==> src/wss_pkg.sv <==
// Shared constants and types for the wildcard substring search block.
package wss_pkg;

    localparam int NEEDLE_MAX    = 16;
    localparam int HAYSTACK_MAX  = 256;

    localparam int BYTE_W        = 8;
    localparam int CFG_LANES     = 16;
    localparam int LANES         = (NEEDLE_MAX < CFG_LANES) ? NEEDLE_MAX : CFG_LANES;
    localparam int LEN_W         = $clog2(LANES + 1);
    localparam int CFG_LEN_W     = 5;
    localparam int POS_W         = $clog2(HAYSTACK_MAX + 1);
    localparam int START_W       = 8;
    localparam int DIFF_W        = (POS_W > START_W) ? POS_W : START_W;
    localparam int CFG_DATA_W    = 64;
    localparam int CFG_IDX_W     = 3;
    localparam int IN_TDATA_W    = 8;
    localparam int OUT_TDATA_W   = 16;

    typedef enum logic [CFG_IDX_W-1:0] {
        REG_NEEDLE_LO = 3'd0,
        REG_NEEDLE_HI = 3'd1,
        REG_NEEDLE_LEN = 3'd2,
        REG_WC_ENABLE = 3'd3,
        REG_WC_BYTE   = 3'd4
    } wss_reg_idx_t;

    // Per-cycle control broadcast along the cell row
    typedef struct packed {
        logic              step;
        logic              flush;
        logic [BYTE_W-1:0] hay;
        logic              wc_en;
        logic [BYTE_W-1:0] wc_byte;
    } wss_ctrl_t;

    // Result request, lowest bit first: found, match_start, too_long
    typedef struct packed {
        logic               too_long;
        logic [START_W-1:0] match_start;
        logic               found;
    } wss_result_t;

    localparam int RESULT_W = $bits(wss_result_t);

endpackage

==> src/wss_cell.sv <==
// One lane of the shift-and row: compares its needle byte and holds one prefix bit.
module wss_cell
    import wss_pkg::*;
(
    input  logic              aclk,
    input  logic              aresetn,
    input  wss_ctrl_t         ctrl,
    input  logic [BYTE_W-1:0] lane_byte,
    input  logic              lane_used,
    input  logic              prev_bit,
    output logic              hit_next,
    output logic              bit_q
);

    logic bit_reg;
    logic bit_next;
    logic lane_match;

    assign lane_match = (lane_byte == ctrl.hay) || (ctrl.wc_en && (lane_byte == ctrl.wc_byte));
    assign hit_next   = prev_bit && lane_match && lane_used;

    always_comb begin
        bit_next = bit_reg;
        if (ctrl.step) begin
            bit_next = ctrl.flush ? 1'b0 : hit_next;
        end
    end

    always_ff @(posedge aclk) begin
        if (!aresetn) begin
            bit_reg <= 1'b0;
        end else begin
            bit_reg <= bit_next;
        end
    end

    assign bit_q = bit_reg;

endmodule

==> src/wss_out_buf.sv <==
// Two-entry result buffer: output register plus skid register.
module wss_out_buf
    import wss_pkg::*;
(
    input  logic        aclk,
    input  logic        aresetn,
    input  logic        push,
    input  wss_result_t push_data,
    output logic        push_ready,
    output logic        out_valid,
    input  logic        out_ready,
    output wss_result_t out_data
);

    logic        out_valid_reg, out_valid_next;
    logic        skid_valid_reg, skid_valid_next;
    wss_result_t out_data_reg, out_data_next;
    wss_result_t skid_data_reg, skid_data_next;
    logic        pop;

    assign pop        = out_valid_reg && out_ready;
    assign push_ready = !skid_valid_reg;

    always_comb begin
        out_valid_next  = out_valid_reg;
        skid_valid_next = skid_valid_reg;
        out_data_next   = out_data_reg;
        skid_data_next  = skid_data_reg;
        if (pop) begin
            if (skid_valid_reg) begin
                out_data_next   = skid_data_reg;
                skid_valid_next = 1'b0;
            end else if (push) begin
                out_data_next = push_data;
            end else begin
                out_valid_next = 1'b0;
            end
        end else if (push) begin
            if (!out_valid_reg) begin
                out_data_next  = push_data;
                out_valid_next = 1'b1;
            end else begin
                // hold the new request behind the stalled one
                skid_data_next  = push_data;
                skid_valid_next = 1'b1;
            end
        end
    end

    always_ff @(posedge aclk) begin
        if (!aresetn) begin
            out_valid_reg  <= 1'b0;
            skid_valid_reg <= 1'b0;
        end else begin
            out_valid_reg  <= out_valid_next;
            skid_valid_reg <= skid_valid_next;
        end
    end

    always_ff @(posedge aclk) begin
        out_data_reg  <= out_data_next;
        skid_data_reg <= skid_data_next;
    end

    assign out_valid = out_valid_reg;
    assign out_data  = out_data_reg;

`ifndef SYNTHESIS
    a_skid_behind_out: assert property (@(posedge aclk) disable iff (!aresetn)
        skid_valid_reg |-> out_valid_reg)
        else $error("skid entry held with empty output register");

    a_no_push_when_full: assert property (@(posedge aclk) disable iff (!aresetn)
        push |-> !skid_valid_reg)
        else $error("request pushed into full buffer");

    a_skid_drains: assert property (@(posedge aclk) disable iff (!aresetn)
        skid_valid_reg && out_ready |=> !skid_valid_reg)
        else $error("skid entry not moved on pop");
`endif

endmodule

==> src/wildcard_substring_search.sv <==
// Top level: config registers, shift-and cell row, string tracking and result buffer.
//
//  channel   | ports                          | contents
//  ----------+--------------------------------+------------------------------------------
//  input     | s_tvalid s_tready s_tdata s_tlast | haystack byte, last-byte mark on tlast
//  result    | m_tvalid m_tready m_tdata      | found, match_start, too_long
//  config    | cfg_wr_en cfg_wr_index cfg_wr_data | needle lo/hi, length, wildcard en/byte
//
// One haystack byte per cycle while s_tready is high; the compare and prefix shift happen
// in the cycle of acceptance. The result request is pushed into the buffer on the last byte.
// Two result entries are buffered; s_tready drops only while both are held by m_tready low.
// Synchronous active-low reset clears string state, buffer and config to defaults.
module wildcard_substring_search
    import wss_pkg::*;
(
    input  logic                   aclk,
    input  logic                   aresetn,
    input  logic                   s_tvalid,
    output logic                   s_tready,
    input  logic [IN_TDATA_W-1:0]  s_tdata,   // [7:0] haystack_byte
    input  logic                   s_tlast,   // last_byte
    output logic                   m_tvalid,
    input  logic                   m_tready,
    output logic [OUT_TDATA_W-1:0] m_tdata,   // [0] found, [8:1] match_start, [9] too_long
    input  logic                   cfg_wr_en,
    input  logic [CFG_IDX_W-1:0]   cfg_wr_index,
    input  logic [CFG_DATA_W-1:0]  cfg_wr_data
);

    logic [CFG_DATA_W-1:0] needle_lo_reg, needle_hi_reg;
    logic [LEN_W-1:0]      len_reg;
    logic                  wc_en_reg;
    logic [BYTE_W-1:0]     wc_byte_reg;
    logic [CFG_LEN_W-1:0]  len_wr;
    logic [LEN_W-1:0]      len_clamped;

    logic [POS_W-1:0]      pos_reg, pos_next;
    logic                  match_seen_reg, match_seen_next;
    logic [START_W-1:0]    first_start_reg, first_start_next;
    logic                  overflow_reg, overflow_next;

    logic                  accept;
    logic                  at_max;
    logic                  full_hit;
    logic [DIFF_W-1:0]     start_calc;
    logic [2*CFG_DATA_W-1:0] needle_vec;
    logic [LANES-1:0]      lane_used;
    logic [LANES-1:0]      lane_top;
    logic [LANES-1:0]      hit_vec;
    logic [LANES:0]        chain;
    logic                  buf_ready;
    wss_ctrl_t             ctrl;
    wss_result_t           result;
    wss_result_t           out_data;

    // Config writes; length 0 acts as 1, long lengths cap at the lane count
    assign len_wr = cfg_wr_data[CFG_LEN_W-1:0];

    always_comb begin
        if (len_wr == '0) begin
            len_clamped = LEN_W'(1);
        end else if (len_wr > CFG_LEN_W'(LANES)) begin
            len_clamped = LEN_W'(LANES);
        end else begin
            len_clamped = LEN_W'(len_wr);
        end
    end

    always_ff @(posedge aclk) begin
        if (!aresetn) begin
            needle_lo_reg <= '0;
            needle_hi_reg <= '0;
            len_reg       <= LEN_W'(1);
            wc_en_reg     <= 1'b0;
            wc_byte_reg   <= BYTE_W'(63);
        end else if (cfg_wr_en) begin
            unique case (cfg_wr_index)
                REG_NEEDLE_LO:  needle_lo_reg <= cfg_wr_data;
                REG_NEEDLE_HI:  needle_hi_reg <= cfg_wr_data;
                REG_NEEDLE_LEN: len_reg       <= len_clamped;
                REG_WC_ENABLE:  wc_en_reg     <= cfg_wr_data[0];
                REG_WC_BYTE:    wc_byte_reg   <= cfg_wr_data[BYTE_W-1:0];
                default: ;
            endcase
        end
    end

    assign needle_vec = {needle_hi_reg, needle_lo_reg};

    always_comb begin
        for (int i = 0; i < LANES; i++) begin
            lane_used[i] = LEN_W'(i) < len_reg;
            lane_top[i]  = LEN_W'(i + 1) == len_reg;
        end
    end

    assign buf_ready = 1'b1 && s_tready;
    assign accept    = s_tvalid && buf_ready;
    assign at_max    = pos_reg == POS_W'(HAYSTACK_MAX);

    assign ctrl.step    = accept;
    assign ctrl.flush   = s_tlast || at_max;
    assign ctrl.hay     = s_tdata[BYTE_W-1:0];
    assign ctrl.wc_en   = wc_en_reg;
    assign ctrl.wc_byte = wc_byte_reg;

    // Lane 0 always sees an open prefix
    assign chain[0] = 1'b1;

    for (genvar g = 0; g < LANES; g++) begin : g_cell
        wss_cell u_cell (
            .aclk      (aclk),
            .aresetn   (aresetn),
            .ctrl      (ctrl),
            .lane_byte (needle_vec[BYTE_W*g +: BYTE_W]),
            .lane_used (lane_used[g]),
            .prev_bit  (chain[g]),
            .hit_next  (hit_vec[g]),
            .bit_q     (chain[g+1])
        );
    end

    assign full_hit   = |(hit_vec & lane_top) && !at_max;
    assign start_calc = DIFF_W'(pos_reg) - DIFF_W'(len_reg) + DIFF_W'(1);

    always_comb begin
        pos_next         = pos_reg;
        match_seen_next  = match_seen_reg;
        first_start_next = first_start_reg;
        overflow_next    = overflow_reg;
        if (accept) begin
            if (at_max) begin
                overflow_next = 1'b1;
            end else begin
                pos_next = pos_reg + POS_W'(1);
                if (!match_seen_reg && full_hit) begin
                    match_seen_next  = 1'b1;
                    first_start_next = start_calc[START_W-1:0];
                end
            end
        end
    end

    assign result.found       = match_seen_next;
    assign result.match_start = match_seen_next ? first_start_next : '0;
    assign result.too_long    = overflow_next;

    always_ff @(posedge aclk) begin
        if (!aresetn) begin
            pos_reg         <= '0;
            match_seen_reg  <= 1'b0;
            first_start_reg <= '0;
            overflow_reg    <= 1'b0;
        end else if (accept && s_tlast) begin
            // drop per-string state once the result is issued
            pos_reg         <= '0;
            match_seen_reg  <= 1'b0;
            first_start_reg <= '0;
            overflow_reg    <= 1'b0;
        end else begin
            pos_reg         <= pos_next;
            match_seen_reg  <= match_seen_next;
            first_start_reg <= first_start_next;
            overflow_reg    <= overflow_next;
        end
    end

    wss_out_buf u_out_buf (
        .aclk       (aclk),
        .aresetn    (aresetn),
        .push       (accept && s_tlast),
        .push_data  (result),
        .push_ready (s_tready),
        .out_valid  (m_tvalid),
        .out_ready  (m_tready),
        .out_data   (out_data)
    );

    assign m_tdata = {(OUT_TDATA_W - RESULT_W)'(0), out_data};

`ifndef SYNTHESIS
    a_pos_bounded: assert property (@(posedge aclk) disable iff (!aresetn)
        pos_reg <= POS_W'(HAYSTACK_MAX))
        else $error("byte position beyond saturation");

    a_start_only_on_match: assert property (@(posedge aclk) disable iff (!aresetn)
        !match_seen_reg |-> first_start_reg == '0)
        else $error("start index held without a match");

    a_overflow_saturated: assert property (@(posedge aclk) disable iff (!aresetn)
        overflow_reg |-> at_max)
        else $error("overflow flag without saturated position");

    a_last_gives_result: assert property (@(posedge aclk) disable iff (!aresetn)
        s_tvalid && s_tready && s_tlast |=> m_tvalid)
        else $error("last byte accepted but no result request");
`endif

endmodule
==> config.mk <==
export PLATFORM = sky130hd
export DESIGN_NAME = wildcard_substring_search
export DESIGN_NICKNAME = d
export VERILOG_FILES = /design/src/wss_pkg.sv /design/src/wss_cell.sv /design/src/wss_out_buf.sv /design/src/wildcard_substring_search.sv
export SDC_FILE = /design/constraint.sdc
export NUM_CORES = 1
export LEC_CHECK = 0
export BUFFER_PORTS_ARGS = -buffer_cell sky130_fd_sc_hd__buf_2
export CAP_MARGIN = 20
export CORE_ASPECT_RATIO = 1.2
export CORE_MARGIN = 5
export CORE_UTILIZATION = 55
export DETAILED_ROUTE_END_ITERATION = 10
export GPL_ROUTABILITY_DRIVEN = 0
export HOLD_SLACK_MARGIN = 0.02
export PLACE_DENSITY = 0.74
export SYNTH_ARGS = -nofsm -noshare
export SYNTH_HDL_FRONTEND = slang
export SYNTH_HIERARCHICAL = 1
export SYNTH_SLANG_ARGS = --single-unit
==> constraint.sdc <==
create_clock -name aclk -period 2.84 [get_ports aclk]
set_input_delay 0.284 -clock aclk [delete_from_list [all_inputs] [get_ports aclk]]
set_output_delay 0.284 -clock aclk [all_outputs]
set_load 0.01 [all_outputs]
## Word-level counts from Yosys, hierarchy flattened

Cells that the tools add are included.

| operators by class | value |
|---|---|
| mux-type cells | 35 |
| eq/ne operators | 56 |
| reduce and logical (&&, ||, !) cells | 89 |
| add/sub/neg operators | 3 |
| magnitude comparators | 17 |
| bitwise logic cells | 4 |

Operators by type and width:

| cell | count |
|---|---|
| $eq 8x8->1 | 32 |
| $logic_and 1x1->1 | 52 |
| $mux 10 | 5 |
| $eq 4x5->1 const A | 8 |
| $lt 4x5->1 const A | 8 |
| $mux 8 | 4 |
| $mux 1 | 24 |
| $eq 3x5->1 const A | 4 |
| $lt 3x5->1 const A | 4 |
| $logic_or 1x1->1 | 17 |
| $and 16x16->16 | 1 |
| $reduce_or 16->1 | 1 |
| $reduce_and 2->1 | 7 |
| $eq 2x5->1 const A | 2 |
| $lt 1x5->1 const A | 2 |
| $lt 2x5->1 const A | 2 |
| $mux 5 | 2 |
| $add 9x1->9 const B | 1 |
| $eq 9x9->1 const B | 1 |
| $reduce_and 3->1 | 3 |
| $add 8x1->8 const B | 1 |
| $sub 8x5->8 | 1 |
| $eq 3x2->1 const B | 2 |
| $ne 2x2->1 const B | 3 |
| 11 further kinds | 17 |

| storage, ports and cells | value |
|---|---|
| logic and storage cells | 236 |
| flip-flop bits (word level) | 198 |
| output and inout port bits | 18 |
| bits of input ports | 81 |

## Longest topological paths before layout

Gate-level depths: netlist of run 1.

| depth | value |
|---|---|
| depth after elaboration | 16 |
| mapped depth | 15 |
| mapped depth without buffers | 13 |

## Hierarchy

Netlist of run 1, hierarchy kept.

Modules (own cells, without submodules):

| module | area an instance (um^2) | seq. area each (um^2) | cells an instance | times used |
|---|---|---|---|---|
| wildcard_substring_search | 6962.9 | 3223.1 | 846 | 1 |
| wss_cell | 232.7 | 20.0 | 28 | 16 |
| wss_out_buf | 827.0 | 640.6 | 44 | 1 |

## Least setup slack after synthesis of run 1

OpenSTA, ideal clock, no wires.

| timing path | value |
|---|---|
| kind | register to register |
| start | register wc_byte_reg[0] |
| end | register u_out_buf.out_data_reg, in the netlist u_out_buf/out_data[8], data pin |
| cell stages (with the launch flop) | 12 |
| buffers on the path | 1 |
| library setup time | 0.129 ns |
| setup slack | -0.212 ns |
| clock period less this slack | 3.052 ns |
| arrival | 2.923 ns |
| data required time | 2.711 ns |
| path through | dfxtp_1 -> xnor2_1 -> nand3_1 -> or4_1 -> o21ai_2 -> or3b_2 -> o221ai_1 -> a221o_2 -> o21a_1 -> buf_6 -> a41o_1 -> mux2_2 |

RTL lines:

| what | line | text |
|---|---|---|
| from (decl) | wildcard_substring_search.sv:33 | `logic [BYTE_W-1:0] wc_byte_reg;` |
| from (signal assigned) | wildcard_substring_search.sv:82 | `REG_WC_BYTE: wc_byte_reg <= cfg_wr_data[BYTE_W-1:0];` |
| to (signal assigned) | wss_out_buf.sv:61 | `out_data_reg <= out_data_next;` |
| to (decl) | wss_out_buf.sv:17 | `wss_result_t out_data_reg, out_data_next;` |

==> results of run 1 <==
[power by group through the flow]
stage	registers [mW]	clock network, mW	logic, mW
global placement	3.00	0	0.650
global route	2.94	2.50	0.764
detailed placement	3.00	0	0.665
finish	2.93	2.35	0.709
floorplan	3.00	0	0.365
CTS	2.93	2.37	0.687
[per-stage QoR]
stage | area (um2) | worst slack, ns | util, %
final | 13820 | -0.1188 | 66.57
after detailed placement | 12760 | -0.3011 | 61.47
after floorplan | 11500 | 0.01661 | -
after CTS | 13540 | -0.04092 | 65.23
after global routing | 13820 | -0.2269 | 66.57
after global placement | 12760 | -0.1948 | 61.47
[layout by cell type (no fill, tap or decap), types with 8 or more instances in the layout]
cell                        count
sky130_fd_sc_hd__xnor2_1      174
sky130_fd_sc_hd__a41o_1        16
sky130_fd_sc_hd__a21oi_1       11
sky130_fd_sc_hd__buf_12        10
sky130_fd_sc_hd__dfxtp_4       11
sky130_fd_sc_hd__o21ai_2       17
sky130_fd_sc_hd__nand4_1       36
sky130_fd_sc_hd__xor2_1        84
sky130_fd_sc_hd__or4_1         12
sky130_fd_sc_hd__mux2i_1       11
sky130_fd_sc_hd__xnor2_2        8
sky130_fd_sc_hd__nand2_1      306
sky130_fd_sc_hd__buf_4         87
sky130_fd_sc_hd__nor2b_1        8
sky130_fd_sc_hd__nand3_1       55
sky130_fd_sc_hd__ha_1          15
sky130_fd_sc_hd__buf_2         91
sky130_fd_sc_hd__a21boi_0     131
sky130_fd_sc_hd__edfxtp_1      20
sky130_fd_sc_hd__conb_1         8
sky130_fd_sc_hd__inv_1         36
sky130_fd_sc_hd__nor4_1        15
sky130_fd_sc_hd__dfxtp_1      165
sky130_fd_sc_hd__and3b_1       15
sky130_fd_sc_hd__nor2_1        24
sky130_fd_sc_hd__clkbuf_16     17
[final timing paths]
kind,slack (ns),start,endpoint
min,0.09,cfg_wr_data[44],needle_hi_reg[44]
max,-0.12,len_reg[3],u_out_buf/out_data[8]
min reg2reg,0.47,first_start_reg[1],first_start_reg[1]
max reg2reg,-0.12,len_reg[3],u_out_buf/out_data[8]
[worst max-delay path: cells and delay by family, from the launching register on]
kind / cells / cell delay [ns]
DFF: 1 / 0.38
buffers and inverters: 1 / 0.19
and+or+nand+nor: 5 / 1.13
AOI/OAI and AO/OA: 4 / 0.71
muxes: 2 / 0.43
[per-layer routing]
metal / routed length, um / vias up / global-route usage, %
li1: - / 4823 / -
met1: 13130 / 4856 / 32.15
met2: 16010 / 317 / 45.63
met3: 1558 / 89 / 3.835
met4: 1362 / 0 / 11.52
met5: 0 / - / 0
[timing repair]
action | CTS | global route
setup buffers | 11 | 7
hold buffers | 0 | 0
resized for setup | 43 | 48
setup endpoints to repair | 25 | 26
pin swaps | 16 | 17
[final cells by class]
type	instances	area, um2
multi-input cells	1046	7164
fillers	1692	6939
flip-flops and latches	198	4208
repair buffers	196	1403
clock buffers	17	425.4
well taps	270	337.8
clock inverters	15	138.9
inverters	37	138.9
==> flow_results.xml, run 1 <==
<?xml version="1.0" encoding="UTF-8"?>
<metrics>
  <group name="outcome">
    <metric name="result_of_the_run" unit="">finished, violations left</metric>
    <metric name="violations" unit="">setup timing</metric>
  </group>
  <group name="drt">
    <metric name="first_pass_iters" unit="">5</metric>
    <metric name="antenna_left" unit="">0</metric>
    <metric name="vias" unit="">10090</metric>
    <metric name="avgRoutedWirePerCell" unit="um">18.02</metric>
    <metric name="drc_violations_left" unit="">0</metric>
    <metric name="drt-total-wl" unit="um">32060</metric>
    <metric name="initialDrtViolationCount" unit="">629</metric>
    <metric name="route.detailed.vias_per_inst" unit="">5.669</metric>
  </group>
  <group name="power_and_ir_drop">
    <metric name="internal_power" unit="mW">4.345</metric>
    <metric name="ir_drop" unit="uV">423.7</metric>
    <metric name="power.density_cell_area" unit="mW/mm2">433.7</metric>
    <metric name="switching_share" unit="%">27.49</metric>
    <metric name="leakage_power" unit="nW">5.295</metric>
    <metric name="pwr-share-comb" unit="%">11.8</metric>
    <metric name="clkPwrFrac" unit="%">39.3</metric>
    <metric name="post-layout-total-power" unit="mW">5.992</metric>
    <metric name="switching_power" unit="mW">1.647</metric>
    <metric name="sequential_cell_fraction_of_total_power" unit="%">48.9</metric>
  </group>
  <group name="worst_setup_path">
    <metric name="slowest_delay" unit="ns">0.56</metric>
    <metric name="critical-path-slowest-cell" unit="">sky130_fd_sc_hd__or4_1</metric>
    <metric name="timing.critical_path.cells" unit="">nand2_1 -&gt; o21ai_1 -&gt; nand3_1 -&gt; or4_1 -&gt; o21ai_2 -&gt; mux4_2 -&gt; nor2b_2 -&gt; nor4_4 -&gt; buf_4 -&gt; o21a_4 -&gt; a41o_1 -&gt; mux2_2</metric>
    <metric name="critPathMaxFanout" unit="">6</metric>
    <metric name="critPathArrivalTime" unit="ns">3.27</metric>
    <metric name="crit_path_launch_type" unit="">flip-flop</metric>
    <metric name="cp.required" unit="ns">3.16</metric>
    <metric name="timing.reg2reg.worst_path_depth" unit="">12</metric>
    <metric name="category_of_the_critical_setup_timing_path" unit="">flip-flop to flip-flop</metric>
    <metric name="timing.critical_path.to_type" unit="">flip-flop</metric>
  </group>
  <group name="place">
    <metric name="place.detailed.instances" unit="">1729</metric>
    <metric name="hpwl" unit="um">22640</metric>
    <metric name="placement.io_buffers" unit="">92</metric>
  </group>
  <group name="timing">
    <metric name="timing.clock.skew" unit="ns">0.008105</metric>
    <metric name="worst-slew-pin-transition" unit="ns">0.8755</metric>
    <metric name="peak_freq" unit="GHz">0.3380</metric>
    <metric name="fin_tns_setup" unit="ns">-0.6369</metric>
    <metric name="final-max-slew-violation-count" unit="">0</metric>
    <metric name="worst_slew_margin_rel" unit="%">41.57</metric>
    <metric name="unrepaired_setup_endpoints_after_global_routing" unit="">yes</metric>
    <metric name="pnr_worst_setup_slack" unit="ns">-0.1188</metric>
    <metric name="finalWorstPathRequiredPeriod" unit="ns">2.959</metric>
    <metric name="hold_slack" unit="ns">0.09482</metric>
    <metric name="final_clock_period_utilization_by_the_worst_path" unit="%">104.2</metric>
    <metric name="setup_violators_final" unit="">11</metric>
    <metric name="hold_viol_final" unit="">0</metric>
  </group>
  <group name="clocking">
    <metric name="cts_tree" unit="">yes</metric>
    <metric name="cts-htree-levels" unit="">4</metric>
    <metric name="clk_pin_slew" unit="ns">0.08</metric>
    <metric name="cts_sinks" unit="">198</metric>
    <metric name="cts_max_path_buffers" unit="">2</metric>
    <metric name="cts-root-buf" unit="">sky130_fd_sc_hd__clkbuf_16</metric>
    <metric name="cts_inserted_buffers" unit="">17</metric>
    <metric name="clkLatencyLatePin" unit="ns">0.44</metric>
  </group>
  <group name="hold_path">
    <metric name="hp-class" unit="">input port to flip-flop</metric>
    <metric name="hold_path_depth" unit="">3</metric>
  </group>
  <group name="global_route">
    <metric name="antenna_found_initial" unit="">0</metric>
    <metric name="grt_overflow_total" unit="">0</metric>
    <metric name="overall_track_demand_over_capacity_in_global_routing" unit="%">26.27</metric>
    <metric name="grt_first_pass_wirelength" unit="um">50360</metric>
    <metric name="maximum_number_of_pins_on_one_net_before_global_route_repair" unit="">81</metric>
    <metric name="vias_in_the_first_global_route" unit="">9665</metric>
  </group>
  <group name="die">
    <metric name="die-height" unit="um">168.2</metric>
    <metric name="core_area" unit="mm2">0.02075</metric>
    <metric name="dieWidth" unit="um">141.8</metric>
    <metric name="placement_rows" unit="">58</metric>
    <metric name="initial_core_util" unit="%">55.27</metric>
    <metric name="design.portCount" unit="">99</metric>
    <metric name="fp.dieArea" unit="mm2">0.02386</metric>
  </group>
  <group name="synthesis">
    <metric name="postSynthAreaPerCell" unit="um2">8.599</metric>
    <metric name="synthesis.instances" unit="">1334</metric>
    <metric name="synth_area" unit="mm2">0.01147</metric>
    <metric name="ys.warnings.count" unit="">6</metric>
  </group>
  <group name="layout">
    <metric name="diodes" unit="">0</metric>
    <metric name="finish.net_count" unit="">1594</metric>
    <metric name="layout-area-overhead-vs-synth" unit="%">20.44</metric>
    <metric name="share_of_final_layout_standard_cells_stronger_than_drive_strength_1" unit="%">21.21</metric>
    <metric name="final-instance-count-excl-fill" unit="">1779</metric>
  </group>
  <group name="job">
    <metric name="drv.max_cap_violation_count" unit="">0</metric>
  </group>
</metrics>
Power figures use the tool's default switching activity.
==> inputs of run 2 (changes only) <==
--- a/config.mk
+++ b/config.mk
@@ -9,11 +9,11 @@
 export CAP_MARGIN = 20
 export CORE_ASPECT_RATIO = 1.2
 export CORE_MARGIN = 5
-export CORE_UTILIZATION = 55
+export CORE_UTILIZATION = 45
 export DETAILED_ROUTE_END_ITERATION = 10
 export GPL_ROUTABILITY_DRIVEN = 0
 export HOLD_SLACK_MARGIN = 0.02
-export PLACE_DENSITY = 0.74
+export PLACE_DENSITY = 0.62
 export SYNTH_ARGS = -nofsm -noshare
 export SYNTH_HDL_FRONTEND = slang
 export SYNTH_HIERARCHICAL = 1
==> flow_results.xml, run 2 (synthesis results as in run 1) <==
<?xml version="1.0" encoding="UTF-8"?>
<metrics>
  <group name="outcome">
    <metric name="result_of_the_run" unit="">finished, violations left</metric>
    <metric name="violations" unit="">setup timing</metric>
  </group>
  <group name="worst_setup_path">
    <metric name="timing.critical_path.cells" unit="">buf_6 -&gt; or4_4 -&gt; nand3_2 -&gt; or4_4 -&gt; o21ai_4 -&gt; mux2i_1 -&gt; o22ai_1 -&gt; a221o_2 -&gt; o21a_4 -&gt; a22o_1 -&gt; mux2_4</metric>
    <metric name="crit_start" unit="">len_reg[1]</metric>
    <metric name="r2r_end" unit="">u_out_buf/out_data[3]</metric>
    <metric name="cp.required" unit="ns">3.03</metric>
    <metric name="category_of_the_critical_setup_timing_path" unit="">flip-flop to flip-flop</metric>
    <metric name="critPathMaxFanout" unit="">6</metric>
    <metric name="timing.critical_path.to_type" unit="">flip-flop</metric>
    <metric name="crit_path_launch_type" unit="">flip-flop</metric>
    <metric name="timing.reg2reg.worst_path_depth" unit="">11</metric>
    <metric name="slowest_delay" unit="ns">0.54</metric>
    <metric name="most_repeated_library_cell_on_the_critical_path" unit="">sky130_fd_sc_hd__or4_4</metric>
    <metric name="critical-path-slowest-cell" unit="">sky130_fd_sc_hd__or4_4</metric>
    <metric name="regToRegStartpoint" unit="">len_reg[1]</metric>
    <metric name="ff2ff_setup_slack" unit="ns">-0.03</metric>
    <metric name="critPathArrivalTime" unit="ns">3.07</metric>
  </group>
  <group name="die">
    <metric name="fp.dieArea" unit="mm2">0.02880</metric>
    <metric name="placement_rows" unit="">64</metric>
    <metric name="design.portCount" unit="">99</metric>
    <metric name="die-height" unit="um">184.9</metric>
    <metric name="core_area" unit="mm2">0.02530</metric>
    <metric name="initial_core_util" unit="%">45.33</metric>
    <metric name="dieWidth" unit="um">155.8</metric>
  </group>
  <group name="layout">
    <metric name="finish.net_count" unit="">1613</metric>
    <metric name="commonest_cells_after_routing_fill_and_taps_aside" unit="">sky130_fd_sc_hd__nand2_1 (308), sky130_fd_sc_hd__xnor2_1 (181), sky130_fd_sc_hd__dfxtp_1 (165)</metric>
    <metric name="layout-area-overhead-vs-synth" unit="%">21.22</metric>
    <metric name="finalInstanceArea" unit="mm2">0.01390</metric>
    <metric name="fillers" unit="">2379</metric>
    <metric name="final_common_cell" unit="">sky130_fd_sc_hd__nand2_1</metric>
    <metric name="share_of_final_layout_standard_cells_stronger_than_drive_strength_1" unit="%">21.07</metric>
  </group>
  <group name="global_route">
    <metric name="antenna_found_initial" unit="">1</metric>
    <metric name="overall_track_demand_over_capacity_in_global_routing" unit="%">23.03</metric>
    <metric name="grt_first_pass_wirelength" unit="um">52300</metric>
    <metric name="maximum_number_of_pins_on_one_net_before_global_route_repair" unit="">60</metric>
    <metric name="vias_in_the_first_global_route" unit="">9663</metric>
    <metric name="grt_overflow_total" unit="">0</metric>
  </group>
  <group name="clocking">
    <metric name="cts_tree" unit="">yes</metric>
    <metric name="clkLatencyLatePin" unit="ns">0.45</metric>
    <metric name="ctsHoldBuffers" unit="">0</metric>
    <metric name="cts-root-buf" unit="">sky130_fd_sc_hd__clkbuf_16</metric>
    <metric name="cts-htree-levels" unit="">4</metric>
    <metric name="cts_inserted_buffers" unit="">17</metric>
    <metric name="cts_max_path_buffers" unit="">2</metric>
    <metric name="cts_sinks" unit="">198</metric>
    <metric name="clk_pin_slew" unit="ns">0.08</metric>
  </group>
  <group name="hold_path">
    <metric name="hp-start" unit="">cfg_wr_data[32]</metric>
    <metric name="hp-class" unit="">input port to flip-flop</metric>
    <metric name="worstHoldEndpoint" unit="">needle_lo_reg[32]</metric>
    <metric name="hold_path_depth" unit="">3</metric>
  </group>
  <group name="timing">
    <metric name="unrepaired_setup_endpoints_after_global_routing" unit="">yes</metric>
    <metric name="timing.clock.skew" unit="ns">0.01592</metric>
    <metric name="hold_viol_final" unit="">0</metric>
    <metric name="final-max-slew-violation-count" unit="">0</metric>
    <metric name="final_clock_period_utilization_by_the_worst_path" unit="%">101.2</metric>
    <metric name="worst_slew_margin_rel" unit="%">46.62</metric>
    <metric name="setup_violators_final" unit="">4</metric>
    <metric name="hold_slack" unit="ns">0.07958</metric>
    <metric name="worst-slew-pin-transition" unit="ns">0.7998</metric>
    <metric name="pnr_worst_setup_slack" unit="ns">-0.03397</metric>
    <metric name="finalWorstPathRequiredPeriod" unit="ns">2.874</metric>
    <metric name="peak_freq" unit="GHz">0.3480</metric>
  </group>
  <group name="power_and_ir_drop">
    <metric name="leakage_power" unit="nW">5.321</metric>
    <metric name="ir_drop" unit="uV">346.1</metric>
    <metric name="power.density_cell_area" unit="mW/mm2">439.0</metric>
  </group>
  <group name="drt">
    <metric name="route.detailed.vias_per_inst" unit="">5.313</metric>
    <metric name="first_pass_iters" unit="">6</metric>
    <metric name="drt-total-wl" unit="um">32830</metric>
    <metric name="initialDrtViolationCount" unit="">477</metric>
    <metric name="drc_violations_left" unit="">0</metric>
    <metric name="antenna_left" unit="">0</metric>
    <metric name="avgRoutedWirePerCell" unit="um">17.66</metric>
    <metric name="vias" unit="">9876</metric>
  </group>
  <group name="place">
    <metric name="place_area" unit="mm2">0.01304</metric>
    <metric name="placement.io_buffers" unit="">92</metric>
    <metric name="hpwl" unit="um">24300</metric>
  </group>
  <group name="job">
    <metric name="drv.max_cap_violation_count" unit="">0</metric>
  </group>
</metrics>
==> run 2: cell types whose count changed in the layout (fill, tap and decap cells not counted), moves of 3 or more <==
cell and delta:
sky130_fd_sc_hd__xnor2_2 -7, sky130_fd_sc_hd__xnor2_1 +7, sky130_fd_sc_hd__buf_12 +3, sky130_fd_sc_hd__inv_6 +3, sky130_fd_sc_hd__dfxtp_4 -5, sky130_fd_sc_hd__buf_4 +22
sky130_fd_sc_hd__mux2_2 +5, sky130_fd_sc_hd__mux2_4 -5, sky130_fd_sc_hd__o21ai_2 +3, sky130_fd_sc_hd__dfxtp_2 +5, sky130_fd_sc_hd__buf_6 -5
==> run 2: cell type report <==
| cell class | instances | area [um2] | share of cell area [%] |
|---|---|---|---|
| Timing Repair Buffer | 215 | 1556 | 11.19 |
| Clock inverter | 14 | 150.1 | 1.080 |
| Tap cell | 330 | 412.9 | 2.969 |
| Clock buffer | 18 | 429.2 | 3.086 |
| Inverter | 37 | 138.9 | 0.9988 |
| Sequential cell | 198 | 4195 | 30.17 |
| Multi-Input combinational cell | 1046 | 7019 | 50.48 |
| Antenna cell | 1 | 2.502 | 0.01800 |
==> run 2: what timing repair did <==
item | 4_1_cts | 5_1_grt
cloned | 0 | 0
resized for setup | 34 | 18
endpoints found under the setup margin | 18 | 12
buffers inserted | 4 | 15
pin swaps | 14 | 11
==> run 2: layer usage <==
layer | share of wire, % | global-route usage (%) | wire length, um
met5 | 0 | 0 | 0
met4 | 3.2 | 9.457 | 1064
met3 | 3.5 | 3.365 | 1155
met2 | 50 | 40.28 | 16540
met1 | 43 | 28.40 | 14070
==> run 2: worst max-delay path, delay by kind of cell (launching register included) <==
| family | cells | cell delay, ns |
|---|---|---|
| flops | 1 | 0.36 |
| buf+inv | 1 | 0.13 |
| compound gates | 5 | 0.99 |
| mux | 2 | 0.39 |
| simple gates | 3 | 0.76 |
==> run 2: worst max path at each step <==
stage                             to  slack, ns  cells after the start
2_1_floorplan  u_out_buf/out_data[8]       0.02                     13
3_3_place_gp   u_out_buf/out_data[7]      -0.16                     13
3_5_place_dp   u_out_buf/out_data[7]      -0.23                     13
5_1_grt        u_out_buf/out_data[8]      -0.11                     11
6_report       u_out_buf/out_data[3]      -0.03                     11
4_1_cts        u_out_buf/out_data[3]      -0.02                     11
==> run 2: report_power, final <==
group          leakage [nW]  switching [mW]  total (mW)  internal [mW]
clock network         0.283            1.21        2.46           1.25
logic                  3.40           0.383       0.709          0.326
registers              1.64          0.0674        2.93           2.87
==> run 2: stage by stage <==
| stage | setup TNS [ns] | util (%) | std cells | worst slack (ns) | power [mW] |
|---|---|---|---|---|---|
| global placement | -0.8650 | 51.52 | 1808 | -0.1604 | 3.677 |
| finish | -0.1142 | 54.95 | 1859 | -0.03397 | 6.104 |
| CTS | -0.03864 | 54.26 | 1843 | -0.02162 | 6.131 |
| detailed placement | -1.701 | 51.52 | 1808 | -0.2260 | 3.687 |
| floorplan | 0 | - | 1340 | 0.01661 | 3.366 |
| global route | -0.6604 | 54.95 | 1859 | -0.1073 | 6.325 |
==> inputs of run 3 (changes only) <==
--- a/config.mk
+++ b/config.mk
@@ -12,8 +12,10 @@
 export CORE_UTILIZATION = 45
 export DETAILED_ROUTE_END_ITERATION = 10
 export GPL_ROUTABILITY_DRIVEN = 0
-export HOLD_SLACK_MARGIN = 0.02
+export HOLD_SLACK_MARGIN = 0.03
 export PLACE_DENSITY = 0.62
+export RECOVER_POWER = 100
+export REMOVE_ABC_BUFFERS = 1
 export SYNTH_ARGS = -nofsm -noshare
 export SYNTH_HDL_FRONTEND = slang
 export SYNTH_HIERARCHICAL = 1
==> flow_results.xml, run 3 (synthesis results as in run 1) <==
<?xml version="1.0" encoding="UTF-8"?>
<metrics>
  <group name="power_and_ir_drop">
    <metric name="pwr-share-comb" unit="%">11.9</metric>
    <metric name="clkPwrFrac" unit="%">39.6</metric>
    <metric name="ir_drop" unit="uV">389.6</metric>
    <metric name="leakage_power" unit="nW">5.425</metric>
    <metric name="switching_share" unit="%">27.09</metric>
    <metric name="internal_power" unit="mW">4.408</metric>
    <metric name="sequential_cell_fraction_of_total_power" unit="%">48.5</metric>
    <metric name="switching_power" unit="mW">1.637</metric>
    <metric name="power.density_cell_area" unit="mW/mm2">429.2</metric>
  </group>
  <group name="drt">
    <metric name="vias" unit="">10020</metric>
    <metric name="initialDrtViolationCount" unit="">692</metric>
    <metric name="first_pass_iters" unit="">6</metric>
    <metric name="antenna_left" unit="">0</metric>
    <metric name="drc_violations_left" unit="">0</metric>
    <metric name="route.detailed.vias_per_inst" unit="">5.338</metric>
    <metric name="avgRoutedWirePerCell" unit="um">18.08</metric>
    <metric name="drt-total-wl" unit="um">33940</metric>
  </group>
  <group name="layout">
    <metric name="layout.core_utilization" unit="%">55.67</metric>
    <metric name="layout-area-overhead-vs-synth" unit="%">22.80</metric>
    <metric name="final-instance-count-excl-fill" unit="">1877</metric>
    <metric name="fillers" unit="">2355</metric>
    <metric name="commonest_cells_after_routing_fill_and_taps_aside" unit="">sky130_fd_sc_hd__nand2_1 (306), sky130_fd_sc_hd__xnor2_1 (173), sky130_fd_sc_hd__dfxtp_1 (166)</metric>
    <metric name="diodes" unit="">0</metric>
    <metric name="finalInstanceArea" unit="mm2">0.01409</metric>
    <metric name="share_of_final_layout_standard_cells_stronger_than_drive_strength_1" unit="%">21.72</metric>
    <metric name="finish.net_count" unit="">1632</metric>
    <metric name="final_common_cell" unit="">sky130_fd_sc_hd__nand2_1</metric>
  </group>
  <group name="worst_setup_path">
    <metric name="timing.critical_path.to_type" unit="">flip-flop</metric>
    <metric name="crit_path_launch_type" unit="">flip-flop</metric>
    <metric name="critPathArrivalTime" unit="ns">3.18</metric>
    <metric name="regToRegStartpoint" unit="">len_reg[4]</metric>
    <metric name="category_of_the_critical_setup_timing_path" unit="">flip-flop to flip-flop</metric>
    <metric name="ff2ff_setup_slack" unit="ns">-0.14</metric>
    <metric name="timing.reg2reg.worst_path_depth" unit="">12</metric>
    <metric name="critPathMaxFanout" unit="">5</metric>
    <metric name="slowest_delay" unit="ns">0.56</metric>
    <metric name="r2r_end" unit="">u_out_buf/out_data[3]</metric>
    <metric name="timing.critical_path.cells" unit="">buf_6 -&gt; or4_4 -&gt; nand3_2 -&gt; or4_4 -&gt; o21ai_4 -&gt; mux2i_1 -&gt; o22ai_1 -&gt; a221o_2 -&gt; o21a_1 -&gt; buf_6 -&gt; a22o_1 -&gt; mux2_2</metric>
    <metric name="cp.required" unit="ns">3.04</metric>
    <metric name="critical-path-slowest-cell" unit="">sky130_fd_sc_hd__or4_4</metric>
  </group>
  <group name="timing">
    <metric name="final-max-slew-violation-count" unit="">66</metric>
    <metric name="worst_slew_margin_rel" unit="%">-11.15</metric>
    <metric name="hold_viol_final" unit="">0</metric>
    <metric name="unrepaired_setup_endpoints_after_global_routing" unit="">yes</metric>
    <metric name="setup_violators_final" unit="">10</metric>
    <metric name="peak_freq" unit="GHz">0.3352</metric>
    <metric name="hold_slack" unit="ns">0.08620</metric>
    <metric name="finalWorstPathRequiredPeriod" unit="ns">2.983</metric>
    <metric name="fin_tns_setup" unit="ns">-0.7843</metric>
    <metric name="pnr_worst_setup_slack" unit="ns">-0.1431</metric>
    <metric name="final_clock_period_utilization_by_the_worst_path" unit="%">105.0</metric>
    <metric name="worst-slew-pin-transition" unit="ns">1.667</metric>
    <metric name="timing.clock.skew" unit="ns">0.01132</metric>
  </group>
  <group name="job">
    <metric name="drv.max_cap_violation_count" unit="">2</metric>
  </group>
  <group name="global_route">
    <metric name="antenna_found_initial" unit="">0</metric>
    <metric name="overall_track_demand_over_capacity_in_global_routing" unit="%">23.60</metric>
    <metric name="grt_overflow_total" unit="">0</metric>
    <metric name="vias_in_the_first_global_route" unit="">9828</metric>
    <metric name="maximum_number_of_pins_on_one_net_before_global_route_repair" unit="">90</metric>
    <metric name="grt_first_pass_wirelength" unit="um">53530</metric>
  </group>
  <group name="place">
    <metric name="hpwl" unit="um">24410</metric>
    <metric name="placement.io_buffers" unit="">92</metric>
    <metric name="place_area" unit="mm2">0.01312</metric>
    <metric name="place.detailed.instances" unit="">1828</metric>
  </group>
  <group name="hold_path">
    <metric name="hold_path_depth" unit="">3</metric>
    <metric name="hp-start" unit="">cfg_wr_data[29]</metric>
    <metric name="hp-class" unit="">input port to flip-flop</metric>
    <metric name="worstHoldEndpoint" unit="">needle_lo_reg[29]</metric>
  </group>
  <group name="clocking">
    <metric name="cts-root-buf" unit="">sky130_fd_sc_hd__clkbuf_16</metric>
    <metric name="cts_max_path_buffers" unit="">2</metric>
    <metric name="ctsHoldBuffers" unit="">0</metric>
    <metric name="cts-htree-levels" unit="">4</metric>
    <metric name="clk_pin_slew" unit="ns">0.08</metric>
    <metric name="cts_sinks" unit="">198</metric>
    <metric name="cts_inserted_buffers" unit="">17</metric>
    <metric name="cts_tree" unit="">yes</metric>
    <metric name="clkLatencyLatePin" unit="ns">0.45</metric>
  </group>
  <group name="die">
    <metric name="core_area" unit="mm2">0.02530</metric>
    <metric name="initial_core_util" unit="%">45.33</metric>
    <metric name="placement_rows" unit="">64</metric>
    <metric name="design.portCount" unit="">99</metric>
    <metric name="fp.dieArea" unit="mm2">0.02880</metric>
    <metric name="die-height" unit="um">184.9</metric>
    <metric name="dieWidth" unit="um">155.8</metric>
  </group>
  <group name="outcome">
    <metric name="result_of_the_run" unit="">finished, violations left</metric>
    <metric name="violations" unit="">capacitance limit, slew limit, setup timing</metric>
  </group>
</metrics>
## run 3: cell count changes in the layout (fill, tap and decap cells not counted), moves of 5 or more
cell	previous run	this run
sky130_fd_sc_hd__clkbuf_1	1	19
sky130_fd_sc_hd__buf_4	109	119
sky130_fd_sc_hd__o21ai_2	20	15
sky130_fd_sc_hd__xnor2_2	1	9
sky130_fd_sc_hd__buf_12	13	8
sky130_fd_sc_hd__xnor2_1	181	173
sky130_fd_sc_hd__buf_6	2	9
sky130_fd_sc_hd__buf_2	91	77
## run 3: per-layer routing
metal	vias up	track usage, %	part of all wire, %
li1	4907	-	-
met1	4773	29.64	43
met2	267	40.57	49
met3	72	4.020	4.8
met4	0	8.967	3.3
met5	-	0	0
## run 3: critical path: cells and delay by family, from the launching register on
| kind | cells | cell delay [ns] |
|---|---|---|
| DFF | 1 | 0.37 |
| buffers and inverters | 2 | 0.26 |
| and+or+nand+nor | 3 | 0.77 |
| AOI/OAI and AO/OA | 5 | 0.90 |
| muxes | 2 | 0.43 |
## run 3: worst max-delay path by stage
stage / from / to / slack (ns) / cells after the start
global placement: len_reg[0] / u_out_buf/out_data[1] / -0.36 / 14
CTS: len_reg[1] / u_out_buf/out_data[1] / -0.14 / 12
global route: len_reg[1] / u_out_buf/out_data[8] / -0.22 / 12
finish: len_reg[4] / u_out_buf/out_data[3] / -0.14 / 12
detailed placement: len_reg[0] / u_out_buf/out_data[5] / -0.34 / 13
floorplan: wc_byte_reg[0] / u_out_buf/out_data[8] / -0.28 / 10
## run 3: repair_timing
item / CTS / global route
gates resized for setup: 34 / 57
pin swaps: 10 / 17
endpoints found under the setup margin: 27 / 24
setup buffers: 5 / 12
## run 3: cell type report
type	instances	area, um2	share of cell area (%)
Clock buffer	20	460.4	3.269
Clock inverter	12	112.6	0.7994
Inverter	37	138.9	0.9860
Multi-Input combinational cell	1046	7141	50.69
Sequential cell	198	4199	29.81
Tap cell	330	412.9	2.931
Timing Repair Buffer	234	1622	11.51
## run 3: stage by stage
stage,power [mW],worst slack (ns)
6_report,6.045,-0.1431
3_3_place_gp,3.689,-0.3612
2_1_floorplan,3.330,-0.2840
4_1_cts,6.089,-0.1414
5_1_grt,6.301,-0.2236
3_5_place_dp,3.698,-0.3356
## run 3: power by group through the flow
stage / registers [mW] / clock network [mW] / logic, mW
after floorplan: 3.00 / 0 / 0.328
after global placement: 3.00 / 0 / 0.691
after detailed placement: 3.00 / 0 / 0.699
after CTS: 2.93 / 2.45 / 0.707
after global routing: 2.94 / 2.58 / 0.782
final: 2.93 / 2.39 / 0.720
